$ cat config.mk
export PLATFORM = sky130hd
export DESIGN_NAME = pawc_queue
export DESIGN_NICKNAME = d
export VERILOG_FILES = /design/src/rtl/core/pawc_queue.sv
export SDC_FILE = /design/constraint.sdc
export NUM_CORES = 1
export LEC_CHECK = 0
export BUFFER_PORTS_ARGS = -buffer_cell sky130_fd_sc_hd__buf_2
export CORE_UTILIZATION = 29
export CTS_CLUSTER_SIZE = 16
export DETAILED_ROUTE_END_ITERATION = 7
export GPL_TIMING_DRIVEN = 0
export SLEW_MARGIN = 20
export SYNTH_ARGS = -nofsm -noshare
export SYNTH_HDL_FRONTEND = slang
export SYNTH_SLANG_ARGS = --single-unit
$ cat constraint.sdc
create_clock -name clk -period 2.3 [get_ports clk]
set_clock_uncertainty 0.15 [all_clocks]
set_input_delay 0.46 -clock clk [delete_from_list [all_inputs] [get_ports clk]]
set_output_delay 0.46 -clock clk [all_outputs]
set_load 0.005 [all_outputs]
$ cat src/rtl/core/pawc_queue.sv
// Short first-in first-out queue that decouples the front end from the back end.
// Generic payload width; no package dependency.
module pawc_queue #(
  parameter int WIDTH = 8
) (
  input  logic             clk,
  input  logic             rst,
  input  logic             push_valid,
  output logic             push_ready,
  input  logic [WIDTH-1:0] push_data,
  output logic             pop_valid,
  input  logic             pop_ready,
  output logic [WIDTH-1:0] pop_data
);

  localparam int DEPTH     = 2;
  localparam int PTR_BITS  = $clog2(DEPTH);
  localparam int FILL_BITS = $clog2(DEPTH + 1);

  logic [WIDTH-1:0]     mem [DEPTH];
  logic [PTR_BITS-1:0]  wr_ptr, rd_ptr;
  logic [FILL_BITS-1:0] fill;
  logic                 do_push, do_pop;

  assign push_ready = (fill != FILL_BITS'(DEPTH));
  assign pop_valid  = (fill != '0);
  assign pop_data   = mem[rd_ptr];
  assign do_push    = push_valid && push_ready;
  assign do_pop     = pop_valid && pop_ready;

  // Store the incoming word
  always_ff @(posedge clk) begin
    if (do_push) begin
      mem[wr_ptr] <= push_data;
    end
  end

  // Advance pointers and fill level
  always_ff @(posedge clk) begin
    if (rst) begin
      wr_ptr <= '0;
      rd_ptr <= '0;
      fill   <= '0;
    end else begin
      if (do_push) begin
        wr_ptr <= (wr_ptr == PTR_BITS'(DEPTH-1)) ? '0 : wr_ptr + 1'b1;
      end
      if (do_pop) begin
        rd_ptr <= (rd_ptr == PTR_BITS'(DEPTH-1)) ? '0 : rd_ptr + 1'b1;
      end
      if (do_push && !do_pop) begin
        fill <= fill + 1'b1;
      end else if (do_pop && !do_push) begin
        fill <= fill - 1'b1;
      end
    end
  end

endmodule

== Word-level counts from Yosys, hierarchy flattened ==
Memories as Yosys holds them, arrays and structs flattened. A register that Yosys moved wholly into a read port is not among the register bits.
Index checks and enable logic that the tools add are counted.
W data, S select, Z words.

* Register bits after elaboration: 4
* Latch bits: 0
* RAM bits: 16
* Memory bits (read-only): 0
* Bits of input ports: 12
* Output and inout port bits: 10
* Word-level logic and storage cells: 25
* Memories kept: 1

{| class="wikitable"
|+ Memories
! name !! words !! width !! rd ports !! clocked after memory_dff !! write ports !! RTL line !! RTL
|-
| mem || 2 || 8 || 1 || 1 || 1 || 20 || <nowiki>logic [WIDTH-1:0] mem [DEPTH];</nowiki>
|}

* $add $sub $neg: 4
* Multipliers: 0
* Div/mod/pow operators: 0
* Order comparisons: 0
* Eq/ne operators: 1
* Shifts and indexed selects: 0
* Muxes and demuxes: 8
* Bitwise gates (word level): 0
* Reductions and logical operators: 8

{| class="wikitable"
|+ Operators by type and width
! operator !! count
|-
| $mux W1 || 6
|-
| $logic_and A1 B1 Y1 || 4
|-
| $mux W2 || 2
|-
| $reduce_bool A2 Y1 || 2
|-
| $add A1 B1 Y1 const B || 2
|-
| $add A2 B1 Y2 const B || 1
|-
| $logic_not A1 Y1 || 2
|-
| $ne A2 B2 Y1 const B || 1
|-
| $sub A2 B1 Y2 const B || 1
|}

== Depth between registers and ports, before layout ==
* Word-level depth: 6
* Gate-level depth with buffers: 6
* Gate-level depth less buffers: 6

== Least setup slack after synthesis ==
Ideal clock, no wire load.

* Kind: reg2reg
* Start point: register fill[0]
* End point: register fill[1]
* Setup time: 0.070 ns
* Arrival time: 1.415 ns
* Required time: 2.080 ns
* Slack: 0.665 ns
* Cell stages (with the launch flop): 6
* Buffers on the path: 0
* Period minus slack after synthesis: 1.635 ns
* Cell sequence: dfxtp_1 > nand2b_4 > and2_1 > ha_1 > or3_1 > a21oi_1

* Word-level cells in the longest chain between the ends: 5
* Elaborated cells between the ends (all ways): 13
* Those cells by class: 2 x add/sub; 1 x eq/ne; 2 x mux; 8 x reduce/logical

{| class="wikitable"
|+ Ends and longest elaborated chain
! element !! RTL line !! RTL
|-
| from (decl) || 22 || <nowiki>logic [FILL_BITS-1:0] fill;</nowiki>
|-
| from (signal assigned) || 52 || <nowiki>fill <= fill + 1'b1;</nowiki>
|-
| from (signal assigned) || 54 || <nowiki>fill <= fill - 1'b1;</nowiki>
|-
| $ne A2 B2 Y1 * || 25 || <nowiki>assign push_ready = (fill != FILL_BITS'(DEPTH));</nowiki>
|-
| named net push_ready || 9 || <nowiki>output logic push_ready,</nowiki>
|-
| $logic_and A1 B1 Y1 * || 28 || <nowiki>assign do_push = push_valid && push_ready;</nowiki>
|-
| $logic_not A1 Y1 || 53 || <nowiki>end else if (do_pop && !do_push) begin</nowiki>
|-
| $logic_and A1 B1 Y1 || 53 ||
|-
| $reduce_bool A2 Y1 (no source line) || -- ||
|}

Mark *: on every way through the listed nets, which the timed path passes. The rest lies on a longest branch. The select of a mux whose other input is x is not followed.
A chain may end at the register's enable or synchronous reset.

==> qor.txt <==
Initial antenna violation count: 0
CTS max path bufs: 2
Sequential share of the synthesized area: 72.05%
Worst Path Max Fanout: 8
Worst min-delay path startpoint: push_data[3]
Clk Latency, worst-skew pair: 0.29 ns
Fill cells: 248
Die W: 54.71 um
CP most frequent cell: buf_2
Main flop type after synthesis: edfxtp_1
Period minus WS final: 1.918 ns
Routability cong.: 0.6316
Routed wire length: 1247 um
Cell breakdown of the critical path: buf_2, mux2_2, buf_2
# setup viols final: 0
Worst setup EP type: primary output
Synth Register Bits: 21
Setup TNS: 0 ns
Avg Inst Size Synth: 16.44 um^2
Antenna cells: 0
Pwr/cell area: 1005 nW/um^2
Unrepaired setup endpoints after global routing: no
CTS tree: built
Total number of vias: 460
Core area: 2545 um^2
TritonCTS Buffers: 3
Worst setup SP type: flip-flop
Avg WL per Cell: 11.99 um
Max incr delay on CP: 0.37 ns
Hold_buf cts: 0
Max rail drop VDD: 0.0005147 V
CP bufs+invs: 2
CP Class: flip-flop to primary output
First-pass GRT wire length: 2070 um
Worst EP arrival: 1.31 ns
Nets: 88
Number of flops mapped to enable cells by yosys: 16
Post-Syn Instances: 49
Via density: 4.423
Pin count of the biggest net entering global routing: 12
Fin. max-slew vios: 0
GRT Total Usage: 10.47%
Remaining antenna violation count: 0
Initial DRC Count: 1
Highest clock rate: 0.5215 GHz
Asr flop ratio synth: 0%
Register Area: 580.6 um^2
Initial Utilization: 31.66%
# resized after CTS: 0
Num ports: 22
Die area: 2993 um^2
HPWL after DPL: 915.2 um
Cell family with most CP delay: multiplexers
Total iterations of the first detailed-routing run: 3
# H-tree levels: 1
Area of the multi-input gates: 216.5 um^2
Syn. warnings: 0
Hold crit path type: input pin to flip-flop
Gr ovfl total: 0
FP Rows: 18
Worst r2r src: fill[0]
Clock root buffer: clkbuf_4
# DRC: 0
Slew headroom: 73.59%
Outcome: finished, final reports clean
Leak: 0.3870 nW
Number of library cell types mapped by synthesis: 17
Reg clk slew, reported paths: 0.10 ns
PortBufs: 21
Synthesized area: 805.8 um^2
Die H: 54.71 um
Slowest CP cell: mux2_2
Layout Area Growth over Synthesis: 20.96%
Core Util, Final: 38.30%
Setup Fix Bufs, Post-CTS: 0
Syn_nets: 62
Clock Sinks: 21
Final hold violations: 0
Vias in the first global route: 486
Fin crit share: 83.37%
Max cap viols: 0
Worst-margin pin slew: 0.3961 ns
Critical Path RT: 1.69 ns
Ratio of cells with drive above 1 in the final layout: 48.65%
-- metal layers --
layer / track usage (%) / wire length [um] / up-vias
met5: 0 / 0 / -
met4: 5.128 / 0 / 0
met3: 2.500 / 69 / 0
met2: 18.47 / 650 / 15
met1: 11.57 / 528 / 215
li1: - / - / 230
-- worst reg2reg max path, stage by stage, from the launching register on --
cell     delay [ns]
dfxtp_1        0.37
o21ai_0        0.35
ha_1           0.33
or3_1          0.37
a21oi_1        0.15
-- area by class of cell --
type	instances	share of cell area (%)
flip-flops and latches	21	59.56
multi-input cells	26	22.21
repair buffers	21	10.78
well taps	30	3.851
clock buffers	4	2.696
plain buffers	1	0.5135
inverters	1	0.3851
-- per-stage QoR --
stage / setup slack (ns) / hold WS (ns) / area [um^2] / cells / total power, mW
floorplan: 0.6652 / 0.3225 / 805.8 / 49 / 0.7201
global placement: 0.5470 / 0.3362 / 948.4 / 100 / 0.8150
detailed placement: 0.4879 / 0.3448 / 948.4 / 100 / 0.8268
CTS: 0.3546 / 0.1873 / 974.7 / 104 / 0.9997
global route: 0.2907 / 0.1811 / 974.7 / 104 / 1.062
finish: 0.3824 / 0.2031 / 974.7 / 104 / 0.9792
-- kinds of logic after synthesis --
family	synth area share (%)
multiplexers	11.18
AND/OR/NAND/NOR	7.145
buffers and inverters	1.086
AO/OA/AOI/OAI	3.727
adder cells (fa/ha/maj)	1.553
XOR/XNOR	3.261
flip-flops	72.05
-- report_power, final --
| group | internal (mW) | leakage (nW) | switching (mW) |
|---|---|---|---|
| sequential | 0.481 | 0.191 | 0.0337 |
| combinational | 0.161 | 0.181 | 0.137 |
| clock | 0.0673 | 0.0150 | 0.0987 |
| total | 0.710 | 0.387 | 0.270 |
-- cells in the mapped netlist (2+ instances only) --
library cell / instances / area [um^2]
a21oi_1: 2 / 10.01
dfxtp_1: 5 / 100.1
edfxtp_1: 16 / 480.5
mux2_2: 8 / 90.09
nor2_1: 3 / 11.26
o21ai_0: 2 / 10.01
xor2_1: 3 / 26.28
-- flip-flops by register name, summed over array words and instances, names as in the netlist, named ones only --
| name | cells |
|---|---|
| mem | 16 |
| fill | 2 |
| rd_ptr | 1 |
| wr_ptr | 1 |
-- cells in the final DEF, fill, tap and decap left out, types with 2 or more instances in the layout --
cell type	count
a21oi_1	2
mux2_2	8
clkbuf_4	3
edfxtp_1	16
nor2_1	3
buf_2	22
dfxtp_1	5
o21ai_0	2
xor2_1	3
-- final timing paths --
| kind | endpoint | slack, ns | depth (start not counted) |
|---|---|---|---|
| worst max-delay path | pop_data[7] | 0.38 | 3 |
| worst min-delay path | mem[0][3] | 0.20 | 1 |
| worst max register to register | fill[1] | 0.53 | 4 |
| worst min register to register | flip-flop | 0.36 | 2 |
No activity file was read; power rests on OpenSTA's default activity.
