==> src/rtl/core/pawc_pkg.sv <==
// Shared types and constants for the polygon area, winding and convexity block.
// No dependencies; the files in rtl/core that use it refer to it by scoped names.
package pawc_pkg;

  // Width of the doubled-area accumulator and result
  localparam int AREA_BITS = 48;
  localparam logic signed [AREA_BITS-1:0] AREA_MAX = {1'b0, {(AREA_BITS-1){1'b1}}};
  localparam logic signed [AREA_BITS-1:0] AREA_MIN = {1'b1, {(AREA_BITS-1){1'b0}}};

  // Vertex counter, saturating once four vertices have been seen
  localparam int COUNT_BITS = 3;
  localparam logic [COUNT_BITS-1:0] COUNT_SECOND = 3'd1;
  localparam logic [COUNT_BITS-1:0] COUNT_TURN   = 3'd2;
  localparam logic [COUNT_BITS-1:0] COUNT_MAX    = 3'd4;

  // Slots of the coordinate bundle handed from front to back
  localparam int CRD_CX    = 0;
  localparam int CRD_CY    = 1;
  localparam int CRD_PX    = 2;
  localparam int CRD_PY    = 3;
  localparam int CRD_OX    = 4;
  localparam int CRD_OY    = 5;
  localparam int CRD_FX    = 6;
  localparam int CRD_FY    = 7;
  localparam int CRD_SX    = 8;
  localparam int CRD_SY    = 9;
  localparam int CRD_COUNT = 10;

  // What the back end must do with one vertex word
  typedef struct packed {
    logic acc;         // add prior x current to the shoelace sum
    logic turn;        // evaluate turn (older, prior, current)
    logic first_turn;  // that turn sets the winding reference
    logic last;        // polygon ends here, emit a result
    logic closing;     // last with at least three vertices: close the loop
  } step_cls_t;

endpackage

==> src/rtl/core/pawc_vertex_if.sv <==
// Vertex input channel: valid/ready handshake carrying one polygon vertex.
// Depends on nothing.
interface pawc_vertex_if #(parameter int COORD_BITS = 16);
  logic                         valid;
  logic                         ready;
  logic signed [COORD_BITS-1:0] vertex_x;
  logic signed [COORD_BITS-1:0] vertex_y;
  logic                         last_vertex;

  modport source(output valid, vertex_x, vertex_y, last_vertex, input ready);
  modport sink(input valid, vertex_x, vertex_y, last_vertex, output ready);
endinterface

==> src/rtl/core/pawc_front.sv <==
// Front end: accepts vertices, keeps the vertex history and classifies each word.
// Depends on pawc_pkg and pawc_vertex_if; feeds pawc_queue.
module pawc_front #(
  parameter int COORD_BITS = 16,
  localparam int ENTRY_BITS = $bits(pawc_pkg::step_cls_t) + pawc_pkg::CRD_COUNT * COORD_BITS
) (
  input  logic                  clk,
  input  logic                  rst,
  pawc_vertex_if.sink           vertex,
  output logic                  push_valid,
  input  logic                  push_ready,
  output logic [ENTRY_BITS-1:0] push_data
);

  localparam int CLS_BITS = $bits(pawc_pkg::step_cls_t);

  logic [COORD_BITS-1:0]            first_x, first_y, second_x, second_y;
  logic [COORD_BITS-1:0]            older_x, older_y, prior_x, prior_y;
  logic [pawc_pkg::COUNT_BITS-1:0]  seen_count;
  logic [pawc_pkg::COUNT_BITS-1:0]  seen_count_next;
  logic [COORD_BITS-1:0]            crd [pawc_pkg::CRD_COUNT];
  pawc_pkg::step_cls_t              cls;
  logic                             accept;

  // Pass the handshake straight to the queue
  assign vertex.ready = push_ready;
  assign push_valid   = vertex.valid;
  assign accept       = vertex.valid && push_ready;

  // Classify the word from the number of vertices seen so far
  always_comb begin
    cls.acc        = (seen_count != '0);
    cls.turn       = (seen_count inside {[pawc_pkg::COUNT_TURN:pawc_pkg::COUNT_MAX]});
    cls.first_turn = (seen_count == pawc_pkg::COUNT_TURN);
    cls.last       = vertex.last_vertex;
    cls.closing    = vertex.last_vertex && cls.turn;
  end

  // Gather the coordinates the back end needs
  always_comb begin
    crd[pawc_pkg::CRD_CX] = vertex.vertex_x;
    crd[pawc_pkg::CRD_CY] = vertex.vertex_y;
    crd[pawc_pkg::CRD_PX] = prior_x;
    crd[pawc_pkg::CRD_PY] = prior_y;
    crd[pawc_pkg::CRD_OX] = older_x;
    crd[pawc_pkg::CRD_OY] = older_y;
    crd[pawc_pkg::CRD_FX] = first_x;
    crd[pawc_pkg::CRD_FY] = first_y;
    crd[pawc_pkg::CRD_SX] = second_x;
    crd[pawc_pkg::CRD_SY] = second_y;
  end

  // Pack class on top, coordinates below in slot order
  always_comb begin
    push_data[ENTRY_BITS-1 -: CLS_BITS] = cls;
    for (int j = 0; j < pawc_pkg::CRD_COUNT; j++) begin
      push_data[(pawc_pkg::CRD_COUNT-1-j)*COORD_BITS +: COORD_BITS] = crd[j];
    end
  end

  // Advance the counter, saturating, and drop back to zero after the last vertex
  always_comb begin
    seen_count_next = seen_count;
    if (vertex.last_vertex) begin
      seen_count_next = '0;
    end else if (seen_count != pawc_pkg::COUNT_MAX) begin
      seen_count_next = seen_count + 1'b1;
    end
  end

  always_ff @(posedge clk) begin
    if (rst) begin
      seen_count <= '0;
    end else if (accept) begin
      seen_count <= seen_count_next;
    end
  end

  // Shift the vertex history
  always_ff @(posedge clk) begin
    if (accept) begin
      if (seen_count == '0) begin
        first_x <= vertex.vertex_x;
        first_y <= vertex.vertex_y;
      end
      if (seen_count == pawc_pkg::COUNT_SECOND) begin
        second_x <= vertex.vertex_x;
        second_y <= vertex.vertex_y;
      end
      older_x <= prior_x;
      older_y <= prior_y;
      prior_x <= vertex.vertex_x;
      prior_y <= vertex.vertex_y;
    end
  end

endmodule

==> src/flat_wrapper.sv <==
// flat-port wrapper written by rule: the top's interface ports become plain ports
module pawc_front_flat 
#(
  parameter int COORD_BITS = 16,
  localparam int ENTRY_BITS = $bits(pawc_pkg::step_cls_t) + pawc_pkg::CRD_COUNT * COORD_BITS
)
  (clk, rst, push_valid, push_ready, push_data, vertex_valid, vertex_vertex_x, vertex_vertex_y, vertex_last_vertex, vertex_ready);
  pawc_vertex_if #(.COORD_BITS(COORD_BITS)) vertex_i ();
  input  logic clk;
  input  logic rst;
  output logic push_valid;
  input  logic push_ready;
  output logic [ENTRY_BITS-1:0] push_data;
  input wire logic [$bits(vertex_i.valid)-1:0] vertex_valid;
  input wire logic [$bits(vertex_i.vertex_x)-1:0] vertex_vertex_x;
  input wire logic [$bits(vertex_i.vertex_y)-1:0] vertex_vertex_y;
  input wire logic [$bits(vertex_i.last_vertex)-1:0] vertex_last_vertex;
  output wire logic [$bits(vertex_i.ready)-1:0] vertex_ready;
  assign vertex_i.valid = vertex_valid;
  assign vertex_i.vertex_x = vertex_vertex_x;
  assign vertex_i.vertex_y = vertex_vertex_y;
  assign vertex_i.last_vertex = vertex_last_vertex;
  assign vertex_ready = vertex_i.ready;
  pawc_front #(.COORD_BITS(COORD_BITS)) u_core (.clk(clk), .rst(rst), .vertex(vertex_i), .push_valid(push_valid), .push_ready(push_ready), .push_data(push_data));
endmodule
==> config.mk <==
export PLATFORM = sky130hd
export DESIGN_NAME = pawc_front_flat
export DESIGN_NICKNAME = d
export VERILOG_FILES = /design/src/rtl/core/pawc_pkg.sv /design/src/rtl/core/pawc_vertex_if.sv /design/src/rtl/core/pawc_front.sv /design/src/flat_wrapper.sv
export SDC_FILE = /design/constraint.sdc
export NUM_CORES = 1
export LEC_CHECK = 0
export BUFFER_PORTS_ARGS = -buffer_cell sky130_fd_sc_hd__clkbuf_2
export CAP_MARGIN = 10
export CORE_UTILIZATION = 40
export CTS_CLUSTER_SIZE = 14
export DETAILED_ROUTE_END_ITERATION = 8
export PLACE_DENSITY_LB_ADDON = 0.12
export SLEW_MARGIN = 20
export SYNTH_ARGS = -nofsm -noshare
export SYNTH_HDL_FRONTEND = slang
export SYNTH_SLANG_ARGS = --single-unit
export TNS_END_PERCENT = 20
==> constraint.sdc <==
create_clock -name clk -period 10.5 [get_ports clk]
set_clock_uncertainty 0.1 [all_clocks]
set_input_delay 2.625 -clock clk [delete_from_list [all_inputs] [get_ports clk]]
set_output_delay 2.625 -clock clk [all_outputs]
set_load 0.02 [all_outputs]
* After elaboration in Yosys (flattened, before gate mapping)
Cells that the tools add are included.
Storage, ports and cells: bits of input ports 37, flip-flop bits (word level) 131, logic and storage cells 26
Operators by class: add/subtract/negate cells 1, muxes and demuxes 2, reduce and logical (&&, ||, !) cells 9, equal/unequal tests 3, magnitude comparators 2
Operators by type and width (count):
- 2-to-1 mux 3 bit | 2
- AND reduction 2 bit | 3
- adder 3 x 1 -> 3 bit, second input constant | 1
- == test 3 x 1 -> 1 bit, second input constant | 1
- == test 3 x 2 -> 1 bit, second input constant | 1
- >= comparator 3 x 2 -> 1 bit, second input constant | 1
- less-or-equal comparator 3 bit, second input constant | 1
- logical AND 1 bit | 3
- logical NOT 3 bit | 1
- inequality test 3 bit, second input constant | 1
- nonzero test 3 bit | 1
- nonzero test 2 bit | 1

* Depth between registers and ports, before layout
word-level depth 3, mapped depth 4, depth with buffers taken out 4

* Worst setup path before layout
OpenSTA, ideal clock, no wires.
path kind input to register, start in vertex_valid, end reg u_core.second_x[0] (enable), setup time 468 ps, stages 2, data arrival time 5163 ps, data required time 9932 ps, setup slack 4769 ps, path buffers 0, path through nand2_1 > nor3b_1
Between the ends: cells in the longest elaborated chain, start to end 2
Ends and longest elaborated chain:
- start, declared | RTL line flat_wrapper.sv:14 | input wire logic [$bits(vertex_i.valid)-1:0] vertex_valid;
- logical AND 1 bit | RTL line pawc_front.sv:28 | assign accept = vertex.valid && push_ready;
- AND reduction 2 bit (no source line)
- end signal, assigned | RTL line pawc_front.sv:87 | second_x <= vertex.vertex_x;
- end, declared | RTL line pawc_front.sv:17 | logic [COORD_BITS-1:0] first_x, first_y, second_x, second_y;
Every way passes these cells. A chain may end at the register's enable or synchronous reset.

* Final worst setup path
start in vertex_last_vertex, end out push_data[160]
Between the ends: cells in the longest elaborated chain, start to end 1
Ends and longest elaborated chain:
- start, declared | RTL line flat_wrapper.sv:17 | input wire logic [$bits(vertex_i.last_vertex)-1:0] vertex_last_vertex;
- logical AND 1 bit | RTL line pawc_front.sv:36 | cls.closing = vertex.last_vertex && cls.turn;
- end, declared | RTL line flat_wrapper.sv:13 | output logic [ENTRY_BITS-1:0] push_data;
Every way passes these cells.

==> flow_summary_export.csv <==
group,metric,value,unit
status,status,"finished, final reports clean",
global_routing,overflow,0,
critical_path,arrival,3.05,ns
critical_path,path_class,"in -> out",
logic_synthesis,synth_common_cells,"edfxtp_1 (128), buf_4 (35), ha_1 (4)",
route,antenna_left,0,
critical_path,cp.buffers_inverters,2,
clocking,cts_resized,0,
logic_synthesis,synth-simple-area-share,1.26,%
timing,period_needed,5.77,ns
critical_path,critical_path.most_common_cell,"clkbuf_2",
power,power.density,216,mW/mm²
critical_path,reg2regPathDepth,4,
die,initial_utilization,41.6,%
critical_path,rr_startpoint,"u_core.seen_count[0]$_SDFFE_PP0P_",
logic_synthesis,synthAdderAreaFrac,1.15,%
route,via_count,2362,
clocking,clk_pin_slew_worst_paths,0.05,ns
logic_synthesis,syn-num-nets,234,
timing,rsz0062_at_grt,"no",
hold_path,hold_depth,0,
layout,final_cell_area,0.00590,mm²
power,pwr-share-seq,47.6,%
timing,slew_headroom,29.2,%
route,drc,0,
critical_path,cp.depth,3,
critical_path,required,7.78,ns
critical_path,worst_path_largest_cell_delay,0.16,ns
global_routing,grt_pass1_vias,2164,
route,drtIter0Drc,119,
logic_synthesis,ys_ff_latch,131,
power,p_leak,0.00244,µW
global_routing,grt_max_degree,35,
critical_path,crit_start,"vertex_last_vertex",
critical_path,rr_endpoint,"u_core.first_x[15]$_DFFE_PP_",
global_routing,grtUsageTotal,14.9,%
clocking,ctsLongestPathBuffers,2,
power,p_sw,267,µW
power,switching_share,21.0,%
die,rows,37,
global_routing,grt_pass1_wl,11900,µm
critical_path,worst_setup_path_start_kind,"input port",
logic_synthesis,synth_compound_gate_area_share,1.32,%
critical_path,critical-path-top-delay-family,"buffers and inverters",
timing,tightest_slew,1.06,ns
hold_path,hold_path.class,"reg -> reg",
timing,hold_viol,0,
logic_synthesis,synth_area_leader_cell,"edfxtp_1",
power,combPwrFrac,6.7,%
placed_design,port-buffer-count,203,
logic_synthesis,synthTopCellsByArea,"edfxtp_1 (88%), buf_4 (6.0%), dfxtp_1 (1.4%), ha_1 (1.1%), nand2b_1 (0.29%)",
logic_synthesis,synth_edf_count,128,
logic_synthesis,muxShareOfSynthArea,0.258,%
die,io-pin-count,204,
logic_synthesis,synth_cells,193,
layout,area_delta_synth_final,35.4,%
timing,min_period_over_period,55.0,%
global_routing,antenna_found_initial,0,
placed_design,gp_congestion,0.722,
route,firstDrtPassIters,4,
critical_path,cp-end-kind,"output port",
logic_synthesis,yosys_warnings,0,
layout,final-seq-area,0.00390,mm²
clocking,htree_levels,4,
layout,fill_cells,851,
placed_design,dpl_cell_area,0.00531,mm²
logic_synthesis,synth-xor-area-share,0,%
clocking,numCtsBuffers,17,
logic_synthesis,synth_top_family_by_area,"buffers and inverters",
logic_synthesis,synth_flop_cell,"edfxtp_1",
placed_design,dpl.hpwl,5540,µm
clocking,holdBufCountCts,0,
critical_path,regToRegSetupSlack,8.42,ns
route,wl_per_cell,15.5,µm
power,ir_worst_vdd,0.0820,mV
clocking,cts_sinks,131,
logic_synthesis,ys_types,21,
logic_synthesis,syn_avg_cell_area,22.6,µm²
clocking,cts-root-buf,"clkbuf_8",
power,p_clk_share,45.7,%
clocking,postCtsSetupRepairBufs,0,
critical_path,endpoint,"push_data[160]",
die,coreArea,0.0105,mm²
critical_path,crit_chain,"clkbuf_2 > and2_1 > clkbuf_2",
logic_synthesis,synth_seq_area_share,89.6,%
clocking,cts_tree,"done",
layout,multi_input_area,186,µm²
timing,setup-tns-final,0,ns
layout,drive_above_1_share,60.5,%
timing,max_freq,173,MHz
power,p_int,1010,µW
die,dieArea,0.0113,mm²
timing,finalSetupViolations,0,
die,chipWidth,106,µm
logic_synthesis,yosysTopAreaCellShare,88.2,%
logic_synthesis,ys_async_sr_fraction,0,%
critical_path,crit_fanout,6,
route,viasPerCell,4.45,
clocking,clock_latency,0.51,ns
layout,antenna-diode-count,0,
route,drt-total-wl,8240,µm
critical_path,slowest_stage,"clkbuf_2",
die,die_h,106,µm
timing,finalMaxSlewViolations,0,
layout,final_util,56.4,%
layout,nNetsFinal,423,
logic_synthesis,syn_area,0.00436,mm²
logic_synthesis,yosysMostFrequentCell,"edfxtp_1",
run,cap_violations,0,
[power groups by stage]
stage	Clock (µW)	Combinational, µW	Sequential, µW
2_1_floorplan	0	30.1	641
3_3_place_gp	0	87.3	616
3_5_place_dp	0	87.3	617
4_1_cts	594	87.4	607
5_1_grt	617	91.3	609
6_report	582	85.7	607
[area by class of cell]
type / instances / area share [%]
clock inverters: 10 / 2.67
clock buffers: 22 / 7.34
multi-input cells: 23 / 3.16
repair buffers: 206 / 17.6
inverters: 3 / 0.191
flip-flops and latches: 131 / 66.2
well taps: 136 / 2.88
[layout by cell type (no fill, tap or decap), drive strengths merged]
cell type	netlist	routed
edfxtp	128	128
dfxtp	3	3
and2	1	1
a21o	1	1
a21oi	1	1
mux2	1	1
nor2b	1	1
clkbuf	0	225
a2111o	1	1
nand2b	2	2
ha	4	4
bufinv	0	4
nor2	3	3
buf	36	3
o21bai	1	1
a31oi	1	1
nor3b	1	1
a211oi	1	1
a221oi	1	1
nand2	3	3
inv	3	3
clkinv	0	6
[per-stage QoR]
stage,worst slack (ns),hold slack (ns),total power (µW),instances
CTS,4.72,0.348,1290,531
global route,4.66,0.367,1320,531
finish,4.73,0.345,1270,531
global placement,4.74,0.331,704,499
floorplan,4.77,0.405,672,193
detailed placement,4.73,0.332,705,499
[kinds of logic (layout without fill, tap and decap cells)]
family | Yosys count | after routing
DFF | 131 | 131
buffers and inverters | 39 | 241
and+or+nand+nor | 11 | 11
AOI/OAI and AO/OA | 7 | 7
adders and majority gates | 4 | 4
muxes | 1 | 1
[worst register-to-register path: stages (launching register included)]
cell	delay, ns
dfxtp_1	0.37
inv_1	0.11
ha_1	0.16
nand2b_1	0.10
nor2_4	0.83
[how the worst min path moves through the flow]
stage | startpoint | to | slack [ns]
after floorplan | u_core.seen_count[0]$_SDFFE_PP0P_ | u_core.seen_count[0]$_SDFFE_PP0P_ | 0.40
after global placement | u_core.prior_y[2]$_DFFE_PP_ | u_core.older_y[2]$_DFFE_PP_ | 0.33
after detailed placement | u_core.prior_y[15]$_DFFE_PP_ | u_core.older_y[15]$_DFFE_PP_ | 0.33
after CTS | u_core.prior_y[2]$_DFFE_PP_ | u_core.older_y[2]$_DFFE_PP_ | 0.35
after global routing | u_core.prior_y[2]$_DFFE_PP_ | u_core.older_y[2]$_DFFE_PP_ | 0.37
final | u_core.prior_y[2]$_DFFE_PP_ | u_core.older_y[2]$_DFFE_PP_ | 0.34
[metal layers]
metal,track usage (%),up-vias,wire length [µm]
met5,0,-,0
met4,9.62,0,148
met3,4.66,12,535
met2,24.2,115,4250
met1,17.0,1144,3310
li1,-,1091,-
[state kept, by name (all words and copies together), names as in the netlist]
name,flops
u_core.prior_x,16
u_core.older_y,16
u_core.seen_count,3
u_core.prior_y,16
u_core.first_x,16
u_core.first_y,16
u_core.second_y,16
u_core.second_x,16
u_core.older_x,16
Note: power is estimated with default switching activity, not from simulation.
